$ cat src/rtl/swmf_pkg.sv
// Package: shared types, constants and codes for the sliding window median filter.
`timescale 1ns / 1ps
`default_nettype none
package swmf_pkg;

  localparam int SAMPLE_BITS     = 16;
  localparam int MAX_WINDOW_DEF  = 31;
  localparam int CNT_W           = 16;
  localparam int CELL_W          = 3 * SAMPLE_BITS;
  localparam int CFG_AW          = 1;
  localparam int CFG_DW          = 5;
  localparam int WIN_CFG_W       = 5;
  localparam int QTY_W           = 2;
  localparam logic [WIN_CFG_W-1:0] WINDOW_RESET = 5'd3;

  typedef enum logic [CFG_AW-1:0] {
    CFG_WIN_LEN  = 1'b0,
    CFG_QUANTITY = 1'b1
  } swmf_cfg_t;

  typedef enum logic [QTY_W-1:0] {
    QTY_VELOCITY = 2'd0,
    QTY_POWER    = 2'd1,
    QTY_WIDTH    = 2'd2,
    QTY_NONE     = 2'd3
  } swmf_qty_t;

  typedef enum logic [2:0] {
    S_IDLE,
    S_PLAN,
    S_RAW,
    S_SORT,
    S_FIN,
    S_EMIT
  } swmf_state_t;

  typedef struct packed {
    logic signed [SAMPLE_BITS-1:0] velocity;
    logic signed [SAMPLE_BITS-1:0] power;
    logic signed [SAMPLE_BITS-1:0] spectral_width;
    logic                          last;
  } swmf_in_t;

  typedef struct packed {
    logic signed [SAMPLE_BITS-1:0] out_velocity;
    logic signed [SAMPLE_BITS-1:0] out_power;
    logic signed [SAMPLE_BITS-1:0] out_width;
    logic                          out_last;
  } swmf_out_t;

  typedef struct packed {
    logic accept;
    logic rd_raw;
    logic rd_sort;
    logic emit;
  } swmf_cmd_t;

  typedef struct packed {
    logic pending;
    logic filt;
    logic sort_done;
    logic out_free;
  } swmf_sts_t;

endpackage
`default_nettype wire

$ cat src/rtl/swmf_ram.sv
// Generic single-write, single-read RAM with registered read data.
`timescale 1ns / 1ps
`default_nettype none
module swmf_ram #(
  parameter int WIDTH = 48,
  parameter int DEPTH = 32
) (
  input  wire logic                     clk,
  input  wire logic                     we,
  input  wire logic [$clog2(DEPTH)-1:0] waddr,
  input  wire logic [WIDTH-1:0]         wdata,
  input  wire logic [$clog2(DEPTH)-1:0] raddr,
  output logic      [WIDTH-1:0]         rdata
);

  logic [WIDTH-1:0] mem [DEPTH];

  always_ff @(posedge clk) begin
    if (we) begin
      mem[waddr] <= wdata;
    end
    rdata <= mem[raddr];
  end

endmodule
`default_nettype wire

$ cat src/rtl/swmf_sort.sv
// Insertion sorter: one sample per cycle while insert is high into a sorted register row, median tap.
`timescale 1ns / 1ps
`default_nettype none
module swmf_sort
  import swmf_pkg::*;
#(
  parameter int LANES = 32
) (
  input  wire logic                            clk,
  input  wire logic                            rst,
  input  wire logic                            clear,
  input  wire logic                            insert,
  input  wire logic signed [SAMPLE_BITS-1:0]   value,
  input  wire logic [$clog2(LANES)-1:0]        sel,
  output logic signed      [SAMPLE_BITS-1:0]   median
);

  localparam int AW = $clog2(LANES);

  logic signed [SAMPLE_BITS-1:0] sorted      [LANES];
  logic signed [SAMPLE_BITS-1:0] sorted_next [LANES];
  logic [AW-1:0]                 cnt;
  logic [LANES-1:0]              le;

  always_comb begin
    for (int i = 0; i < LANES; i++) begin
      le[i] = (AW'(i) < cnt) && (sorted[i] <= value);
    end
    for (int i = 0; i < LANES; i++) begin
      if (le[i]) begin
        sorted_next[i] = sorted[i];
      end else if (i == 0) begin
        sorted_next[i] = value;
      end else if (le[i-1]) begin
        sorted_next[i] = value;
      end else begin
        sorted_next[i] = sorted[i-1];
      end
    end
  end

  always_ff @(posedge clk) begin
    if (insert) begin
      sorted <= sorted_next;
    end
  end

  always_ff @(posedge clk) begin
    if (rst || clear) begin
      cnt <= '0;
    end else if (insert) begin
      cnt <= cnt + AW'(1);
    end
  end

  assign median = sorted[sel];

endmodule
`default_nettype wire

$ cat src/rtl/swmf_ctrl.sv
// Controller state machine: sequences accept, buffer reads, sorting and emission.
`timescale 1ns / 1ps
`default_nettype none
module swmf_ctrl
  import swmf_pkg::*;
(
  input  wire logic      clk,
  input  wire logic      rst,
  input  wire logic      in_valid,
  output logic           in_ready,
  input  wire swmf_sts_t sts,
  output swmf_cmd_t      cmd
);

  swmf_state_t state;
  swmf_state_t state_next;

  always_ff @(posedge clk) begin
    if (rst) begin
      state <= S_IDLE;
    end else begin
      state <= state_next;
    end
  end

  always_comb begin
    state_next = state;
    case (state)
      S_IDLE: begin
        if (in_valid) state_next = S_PLAN;
      end
      S_PLAN: begin
        state_next = sts.pending ? S_RAW : S_IDLE;
      end
      S_RAW: begin
        state_next = sts.filt ? S_SORT : S_FIN;
      end
      S_SORT: begin
        if (sts.sort_done) state_next = S_FIN;
      end
      S_FIN: begin
        state_next = S_EMIT;
      end
      S_EMIT: begin
        if (sts.out_free) state_next = S_PLAN;
      end
      default: state_next = S_IDLE;
    endcase
  end

  always_comb begin
    in_ready = 1'b0;
    cmd      = '0;
    case (state)
      S_IDLE: begin
        in_ready   = 1'b1;
        cmd.accept = in_valid;
      end
      S_RAW:  cmd.rd_raw  = 1'b1;
      S_SORT: cmd.rd_sort = 1'b1;
      S_EMIT: cmd.emit    = sts.out_free;
      default: ;
    endcase
  end

endmodule
`default_nettype wire

$ cat src/rtl/swmf_dp.sv
// Datapath: cell ring, record bookkeeping, sorter feed and output register.
`timescale 1ns / 1ps
`default_nettype none
module swmf_dp
  import swmf_pkg::*;
#(
  parameter int MAX_WINDOW = MAX_WINDOW_DEF
) (
  input  wire logic              clk,
  input  wire logic              rst,
  input  wire swmf_cmd_t         cmd,
  output swmf_sts_t              sts,
  input  wire swmf_in_t          in_data,
  output logic                   out_valid,
  input  wire logic              out_ready,
  output swmf_out_t              out_data,
  input  wire logic              cfg_we,
  input  wire logic [CFG_AW-1:0] cfg_addr,
  input  wire logic [CFG_DW-1:0] cfg_wdata
);

  localparam int AW    = $clog2(MAX_WINDOW + 1);
  localparam int DEPTH = 1 << AW;

  logic [WIN_CFG_W-1:0] win_len;
  logic [QTY_W-1:0]     quantity;
  logic [AW-1:0]        act_window;
  logic [QTY_W-1:0]     act_quantity;
  logic [CNT_W-1:0]     cells_seen;
  logic [AW-1:0]        wr_pos;
  logic                 main_pend;
  logic                 main_filt;
  logic                 main_last;
  logic [AW-1:0]        fl_cnt;
  logic [AW-1:0]        k;
  logic                 raw_vld;
  logic                 sort_vld;
  logic [CELL_W-1:0]    held_cell;

  logic [AW-1:0]        clamp_w;
  logic [AW-1:0]        eff_w;
  logic [QTY_W-1:0]     eff_q;
  logic [AW-1:0]        eff_h;
  logic [AW-1:0]        eff_2h;
  logic                 first;
  logic                 c_ge_h;
  logic                 c_ge_2h;
  logic [AW-1:0]        h_cur;
  logic [AW-1:0]        two_h;
  logic [AW-1:0]        raw_back;
  logic [AW-1:0]        wr_addr;
  logic [AW-1:0]        rd_addr;
  logic [CELL_W-1:0]    rd_data;
  logic [CELL_W-1:0]    wr_data;
  logic signed [SAMPLE_BITS-1:0] sort_val;
  logic signed [SAMPLE_BITS-1:0] median;
  logic signed [SAMPLE_BITS-1:0] vel;
  logic signed [SAMPLE_BITS-1:0] pwr;
  logic signed [SAMPLE_BITS-1:0] wid;
  logic                 cur_filt;
  logic                 cur_last;

  always_ff @(posedge clk) begin
    if (rst) begin
      win_len  <= WINDOW_RESET;
      quantity <= QTY_VELOCITY;
    end else if (cfg_we) begin
      case (swmf_cfg_t'(cfg_addr))
        CFG_WIN_LEN:  win_len  <= cfg_wdata[WIN_CFG_W-1:0];
        CFG_QUANTITY: quantity <= cfg_wdata[QTY_W-1:0];
        default: ;
      endcase
    end
  end

  always_comb begin
    if (int'(win_len) > MAX_WINDOW) begin
      clamp_w = AW'(MAX_WINDOW);
    end else begin
      clamp_w = AW'(win_len);
    end
    first   = (cells_seen == '0);
    eff_w   = first ? clamp_w : act_window;
    eff_q   = first ? quantity : act_quantity;
    eff_h   = eff_w >> 1;
    eff_2h  = eff_w & ~AW'(1);
    c_ge_h  = cells_seen >= CNT_W'(eff_h);
    c_ge_2h = cells_seen >= CNT_W'(eff_2h);
    h_cur   = act_window >> 1;
    two_h   = act_window & ~AW'(1);
    raw_back = main_pend ? h_cur : fl_cnt - AW'(1);
    wr_addr = wr_pos + AW'(1);
    rd_addr = cmd.rd_sort ? (wr_pos - two_h + k) : (wr_pos - raw_back);
    wr_data = {in_data.velocity, in_data.power, in_data.spectral_width};
  end

  always_ff @(posedge clk) begin
    if (rst) begin
      act_window   <= AW'(3);
      act_quantity <= QTY_VELOCITY;
      cells_seen   <= '0;
      wr_pos       <= '1;
      main_pend    <= 1'b0;
      main_filt    <= 1'b0;
      main_last    <= 1'b0;
      fl_cnt       <= '0;
    end else if (cmd.accept) begin
      act_window   <= eff_w;
      act_quantity <= eff_q;
      wr_pos       <= wr_addr;
      main_pend    <= c_ge_h;
      main_filt    <= c_ge_2h && (eff_w != '0) && (eff_q != QTY_NONE);
      main_last    <= in_data.last && (eff_h == '0);
      if (in_data.last) begin
        fl_cnt     <= c_ge_h ? eff_h : AW'(cells_seen) + AW'(1);
        cells_seen <= '0;
      end else begin
        fl_cnt     <= '0;
        cells_seen <= (cells_seen != '1) ? cells_seen + CNT_W'(1) : cells_seen;
      end
    end else if (cmd.emit) begin
      if (main_pend) begin
        main_pend <= 1'b0;
      end else begin
        fl_cnt <= fl_cnt - AW'(1);
      end
    end
  end

  swmf_ram #(
    .WIDTH (CELL_W),
    .DEPTH (DEPTH)
  ) u_ring (
    .clk   (clk),
    .we    (cmd.accept),
    .waddr (wr_addr),
    .wdata (wr_data),
    .raddr (rd_addr),
    .rdata (rd_data)
  );

  always_ff @(posedge clk) begin
    if (rst) begin
      raw_vld  <= 1'b0;
      sort_vld <= 1'b0;
      k        <= '0;
    end else begin
      raw_vld  <= cmd.rd_raw;
      sort_vld <= cmd.rd_sort;
      if (cmd.rd_raw) begin
        k <= '0;
      end else if (cmd.rd_sort) begin
        k <= k + AW'(1);
      end
    end
  end

  always_ff @(posedge clk) begin
    if (raw_vld) begin
      held_cell <= rd_data;
    end
  end

  always_comb begin
    case (swmf_qty_t'(act_quantity))
      QTY_VELOCITY: sort_val = rd_data[3*SAMPLE_BITS-1:2*SAMPLE_BITS];
      QTY_POWER:    sort_val = rd_data[2*SAMPLE_BITS-1:SAMPLE_BITS];
      default:      sort_val = rd_data[SAMPLE_BITS-1:0];
    endcase
  end

  swmf_sort #(
    .LANES (DEPTH)
  ) u_sort (
    .clk    (clk),
    .rst    (rst),
    .clear  (cmd.rd_raw),
    .insert (sort_vld),
    .value  (sort_val),
    .sel    (h_cur),
    .median (median)
  );

  always_comb begin
    cur_filt = main_pend && main_filt;
    cur_last = main_pend ? main_last : (fl_cnt == AW'(1));
    vel = held_cell[3*SAMPLE_BITS-1:2*SAMPLE_BITS];
    pwr = held_cell[2*SAMPLE_BITS-1:SAMPLE_BITS];
    wid = held_cell[SAMPLE_BITS-1:0];
    if (cur_filt) begin
      case (swmf_qty_t'(act_quantity))
        QTY_VELOCITY: vel = median;
        QTY_POWER:    pwr = median;
        QTY_WIDTH:    wid = median;
        default: ;
      endcase
    end
  end

  always_ff @(posedge clk) begin
    if (rst) begin
      out_valid <= 1'b0;
    end else if (cmd.emit) begin
      out_valid <= 1'b1;
    end else if (out_ready) begin
      out_valid <= 1'b0;
    end
  end

  always_ff @(posedge clk) begin
    if (cmd.emit) begin
      out_data <= '{out_velocity: vel, out_power: pwr, out_width: wid,
                    out_last: cur_last};
    end
  end

  always_comb begin
    sts.pending   = main_pend || (fl_cnt != '0);
    sts.filt      = cur_filt;
    sts.sort_done = (k == act_window - AW'(1));
    sts.out_free  = !out_valid || out_ready;
  end

endmodule
`default_nettype wire

$ cat src/rtl/sliding_window_median_filter.sv
// Top level: running median filter over a stream of grid cells.
//
//  channel | signals                          | direction | transaction
//  --------+----------------------------------+-----------+---------------------------
//  in      | in_valid, in_ready, in_data      | input     | one cell
//  out     | out_valid, out_ready, out_data   | output    | one cell, filtered or raw
//  cfg     | cfg_we, cfg_addr, cfg_wdata      | input     | one register write
//
// One cell is taken at a time. After accept and planning each result is sent raw or
// filtered; for a filtered result the W samples of the window (W = window size)
// are read one per cycle from the single read port of the cell ring and inserted
// into the sorter. A held output register lets the next cell in while the last
// result waits. Reset is synchronous; the ring needs no clearing pass.
`timescale 1ns / 1ps
`default_nettype none
module sliding_window_median_filter
  import swmf_pkg::*;
#(
  parameter int MAX_WINDOW = MAX_WINDOW_DEF
) (
  input  wire logic              clk,
  input  wire logic              rst,
  input  wire logic              in_valid,
  output logic                   in_ready,
  input  wire swmf_in_t          in_data,
  output logic                   out_valid,
  input  wire logic              out_ready,
  output swmf_out_t              out_data,
  input  wire logic              cfg_we,
  input  wire logic [CFG_AW-1:0] cfg_addr,
  input  wire logic [CFG_DW-1:0] cfg_wdata
);

  swmf_cmd_t cmd;
  swmf_sts_t sts;

  swmf_ctrl u_ctrl (
    .clk      (clk),
    .rst      (rst),
    .in_valid (in_valid),
    .in_ready (in_ready),
    .sts      (sts),
    .cmd      (cmd)
  );

  swmf_dp #(
    .MAX_WINDOW (MAX_WINDOW)
  ) u_dp (
    .clk       (clk),
    .rst       (rst),
    .cmd       (cmd),
    .sts       (sts),
    .in_data   (in_data),
    .out_valid (out_valid),
    .out_ready (out_ready),
    .out_data  (out_data),
    .cfg_we    (cfg_we),
    .cfg_addr  (cfg_addr),
    .cfg_wdata (cfg_wdata)
  );

endmodule
`default_nettype wire
$ cat config.mk
export PLATFORM = sky130hd
export DESIGN_NAME = sliding_window_median_filter
export DESIGN_NICKNAME = d
export VERILOG_FILES = /design/src/rtl/swmf_pkg.sv /design/src/rtl/swmf_ram.sv /design/src/rtl/swmf_sort.sv /design/src/rtl/swmf_ctrl.sv /design/src/rtl/swmf_dp.sv /design/src/rtl/sliding_window_median_filter.sv
export SDC_FILE = /design/constraint.sdc
export NUM_CORES = 2
export LEC_CHECK = 0
export BUFFER_PORTS_ARGS = -buffer_cell sky130_fd_sc_hd__buf_4
export CAP_MARGIN = 20
export CORE_ASPECT_RATIO = 1.1
export CORE_UTILIZATION = 40
export DETAILED_ROUTE_END_ITERATION = 16
export HOLD_SLACK_MARGIN = 0.02
export PLACE_DENSITY = 0.56
export SLEW_MARGIN = 10
export SYNTH_ARGS = -nofsm -noshare
export SYNTH_HDL_FRONTEND = slang
export SYNTH_SLANG_ARGS = --single-unit
$ cat constraint.sdc
create_clock -name clk -period 5.56 [get_ports clk]
set_input_delay 1.112 -clock clk [delete_from_list [all_inputs] [get_ports clk]]
set_output_delay 1.112 -clock clk [all_outputs]
set_load 0.005 [all_outputs]
==> results <==
- After floorplanning, the core was divided into 182 placement rows.
- Summing all placed instances gives a cell area of approximately 95000 um2.
- The synthesized cell area is approximately 90000 um2.
- The count of nets left with antenna violations after detail routing is 0.
- After global routing the overflow that remains totals 0.
- The clock insertion delay at the later pin of the skew report is ~860 ps.
- The worst register-to-register path has a setup slack of approximately 400 ps.
- The number of global-route vias before repair was between 50000 and 60000.
- The flip-flop and latch count after synthesis is about 2000.
- Measured against its own limit, the worst slew margin works out to 18.4%.
- The number of buffers and inverters on the critical path is 5.
- The number of pins with negative max-slew slack in the final report is 0.
- The count of input and output buffers is 110.
- The top fanout value on the critical path is about 40.
- At the pin with the least slew margin, the transition time is ~1200 ps.
- In the synthesized netlist the dominant register cell turns out to be edfxtp_1.
- The core box area is 223000 um2.
- Counting flops with an async set or reset pin after synthesis yields a share of 0%.
- Derived from the worst setup path, the maximum achievable clock frequency is around 190 MHz.
- The longest clock path from root to sink contains 3 buffers.
- The worst clock skew on the final layout is about 56 ps.
- The die covers approximately 230000 um2.
- The standby leakage power is roughly 35 nW.
- The number of optimization iterations in the first detailed-route pass is 5.
- In this design, the stage delay of the slowest critical-path cell is around 890 ps.
- Cells with a size suffix above 1 make up roughly 16% of the layout.
- The number of top-level design ports is 111.
- The placer's final routability congestion estimate is a little over 0.9.
- In the layout the commonest cells are edfxtp_1, nand2_1, a21oi_1.
- The detail-routed via count per cell is 5.93.
- The cell at the root of the clock tree is clkbuf_16.
- Once the floorplan was initialized, standard cells occupied between 40% and 50% of the core.
- Subtracting the final worst setup slack from the clock period gives 5160 ps.
- The count of buffers added by post-CTS timing repair for setup is 0.
- The net count after synthesis is 6932.
- Setup repair after global routing left no endpoint under its margin.
- The worst setup path is captured at a flop.
- The number of nets in the layout is approximately 7000.
- The number of distinct standard cells referenced by the synthesized netlist is 70.
- The number of buffers added by the clock tree synthesis step is roughly 200.
- The detailed-route DRC error count is 0.
- The first global-routing pass estimated between 300000 and 400000 um of wire.
- STA classifies the critical path startpoint as a flop.
- The worst-case vdd ir drop is ~1200 uV.
- Counting flops with a built-in enable in the synthesized netlist gives about 1900.
- The cell type of the slowest stage on the worst timing path is nor4_1.
- Synthesis produced between 6000 and 7000 cells.
- Cells fill a little under half of the core in the end.
- In this run, post-CTS repair resized a total of 0 instances.
- The period utilization is between 90 and 100%.
- Clock-pin slew was measured on the worst setup and hold paths at roughly 70 ps.
- Entering global routing, the biggest net connects 200 pins.
- The die is about 450 um wide.
- The critical path goes through inv_1 -> fa_1 -> inv_1 -> ha_1 -> nor2b_1 -> o21ai_0 -> a21boi_0 -> o21ai_4 -> and2_4 -> buf_12 -> buf_4 -> mux2i_1 -> o32ai_1 -> nor4_1 -> buf_4.
- The reported max-cap violation count is 0.
- The initial antenna violation count is 20.
- The final cell area excluding filler cells is 102000 um2.
- For this run, the number of Yosys warnings is 0.
- Compared with the post-synthesis result, the final layout area differs by 13.1%.
- The number of hold buffers added after CTS is 0.
- Data arrives at the worst endpoint at roughly 5900 ps.
- The number of hold-slack violations in the final timing report is 0.
- The overall die height is between 400 and 500 um.
- The flow ran to the end, and the final reports show no timing, DRC or antenna violations.
- The total via count in the routed design is ~58000.
- The power density over the cells is ~600 nW/um2.
- After detailed routing, the average wire length per cell comes to 28.3 um.
- The most common cell after layout, fill and taps aside is edfxtp_1.
- The class of the most critical hold timing path is flop to flop.
- The clock tree from TritonCTS is built.
- After filler insertion, the fill cell instance count of the layout stands at roughly 20000.
- The share of the Yosys chip area taken by registers is about two thirds.
- The required arrival time at the worst endpoint is around 6400 ps.
- The first routing iteration left 5908 violations.
- Global routing consumed, over all layers together, a little under a quarter of the routing resources.
- The critical path's top delay family is simple AND/OR/NAND/NOR gates.
- The HPWL after detailed placement is between 150000 and 200000 um.
- The deepest level of the CTS H-tree is 4.
- The total chip power is between 60 and 70 mW.
- The aggregate routed wire length is between 200000 and 300000 um.
- The total negative slack for setup checks is 0 ps.
- The mean area per synthesized cell is around 14 um2.
- The setup slack of the critical path after layout is between 400 and 500 ps.
- The pre-CTS setup slack is ~240 ps.
- The critical path is of the flop to flop type.
- Setup violations remaining at the end of the flow were counted as 0.
- Counting every sink on the clock net gives between 1500 and 2000.
state kept, by name, indices dropped and copies added, names as in the netlist, 2 cells and up:
name / flops
u_dp.u_ring.mem: 1536
u_dp.u_sort.sorted: 256
u_dp.out_data: 49
u_dp.held_cell: 48
u_dp.u_ring.rdata: 48
u_dp.cells_seen: 16
u_dp.act_window: 5
u_dp.clamp_w: 5
u_dp.fl_cnt: 5
u_dp.k: 5
u_dp.u_sort.cnt: 5
u_dp.wr_pos: 5
u_ctrl.state: 3
u_dp.act_quantity: 2
u_dp.quantity: 2
final cells by class:
class                      count  area, um2  area share, %
sequential                  1996      58900           58.0
multi-input combinational   3651      27600           27.2
clock buffer                 270       5500           5.42
tap                         2944       3680           3.63
timing repair buffer         316       3220           3.17
inverter                     449       1690           1.66
clock inverter               103        927          0.913
antenna                        5       12.5         0.0123
metal layers:
| layer | wire length (um) | GRT usage, % | part of all wire [%] | vias to the layer above |
|---|---|---|---|---|
| met5 | 40 | 0 | 0.015 | - |
| met4 | 9120 | 7.89 | 3.3 | 6 |
| met3 | 17100 | 3.39 | 6.2 | 453 |
| met2 | 134000 | 39.5 | 49 | 1958 |
| met1 | 115000 | 32.2 | 42 | 29723 |
| li1 | - | - | - | 25626 |
Yosys cell counts, drive strengths merged (29+ instances only):
master | number | area share (%)
a211oi | 390 | 3.5
a21o | 88 | 0.74
a21oi | 476 | 2.7
buf | 93 | 0.58
clkbuf | 399 | 1.7
dfxtp | 107 | 2.4
edfxtp | 1889 | 63
ha | 280 | 3.9
inv | 449 | 1.9
mux2 | 291 | 3.6
mux2i | 130 | 1.5
mux4 | 80 | 2.0
nand2 | 563 | 2.4
nand3 | 29 | 0.16
nand4 | 344 | 2.4
nor2 | 112 | 0.48
nor2b | 29 | 0.20
nor4 | 56 | 0.39
o211ai | 297 | 2.5
o21a | 33 | 0.28
o21ai | 62 | 0.35
o22ai | 98 | 0.68
o32ai | 97 | 0.95
xnor2 | 29 | 0.28
where the power goes:
group          switching (mW)  leakage [nW]  internal, mW
registers               0.736          17.9          17.3
logic                    20.0          13.9          9.42
clock network            5.87          3.15          7.47
total                    26.6          35.0          34.1
final timing paths:
check,cells after the start,endpoint,startpoint
hold reg to reg,0,u_dp.held_cell[29],u_dp.u_ring.rdata[29]
setup reg to reg,15,u_dp.u_ring.rdata[41],u_dp.wr_pos[2]
setup / recovery,15,u_dp.u_ring.rdata[41],u_dp.wr_pos[2]
hold / removal,0,u_dp.held_cell[29],u_dp.u_ring.rdata[29]
cell families after synthesis:
logic type	share of synthesized area (%)
buffers and inverters	4.12
AND/OR/NAND/NOR	6.70
flip-flops	65.5
XOR/XNOR	0.493
adder cells (fa/ha/maj)	4.01
multiplexers	7.12
AO/OA/AOI/OAI	12.0
metrics by stage:
step                hold slack [ps]  std cells
floorplan                       408       6588
global placement                417       9350
detailed placement              419       9356
CTS                             407       9729
global route                    442       9732
finish                          441       9734
Power figures use the tool's default switching activity.
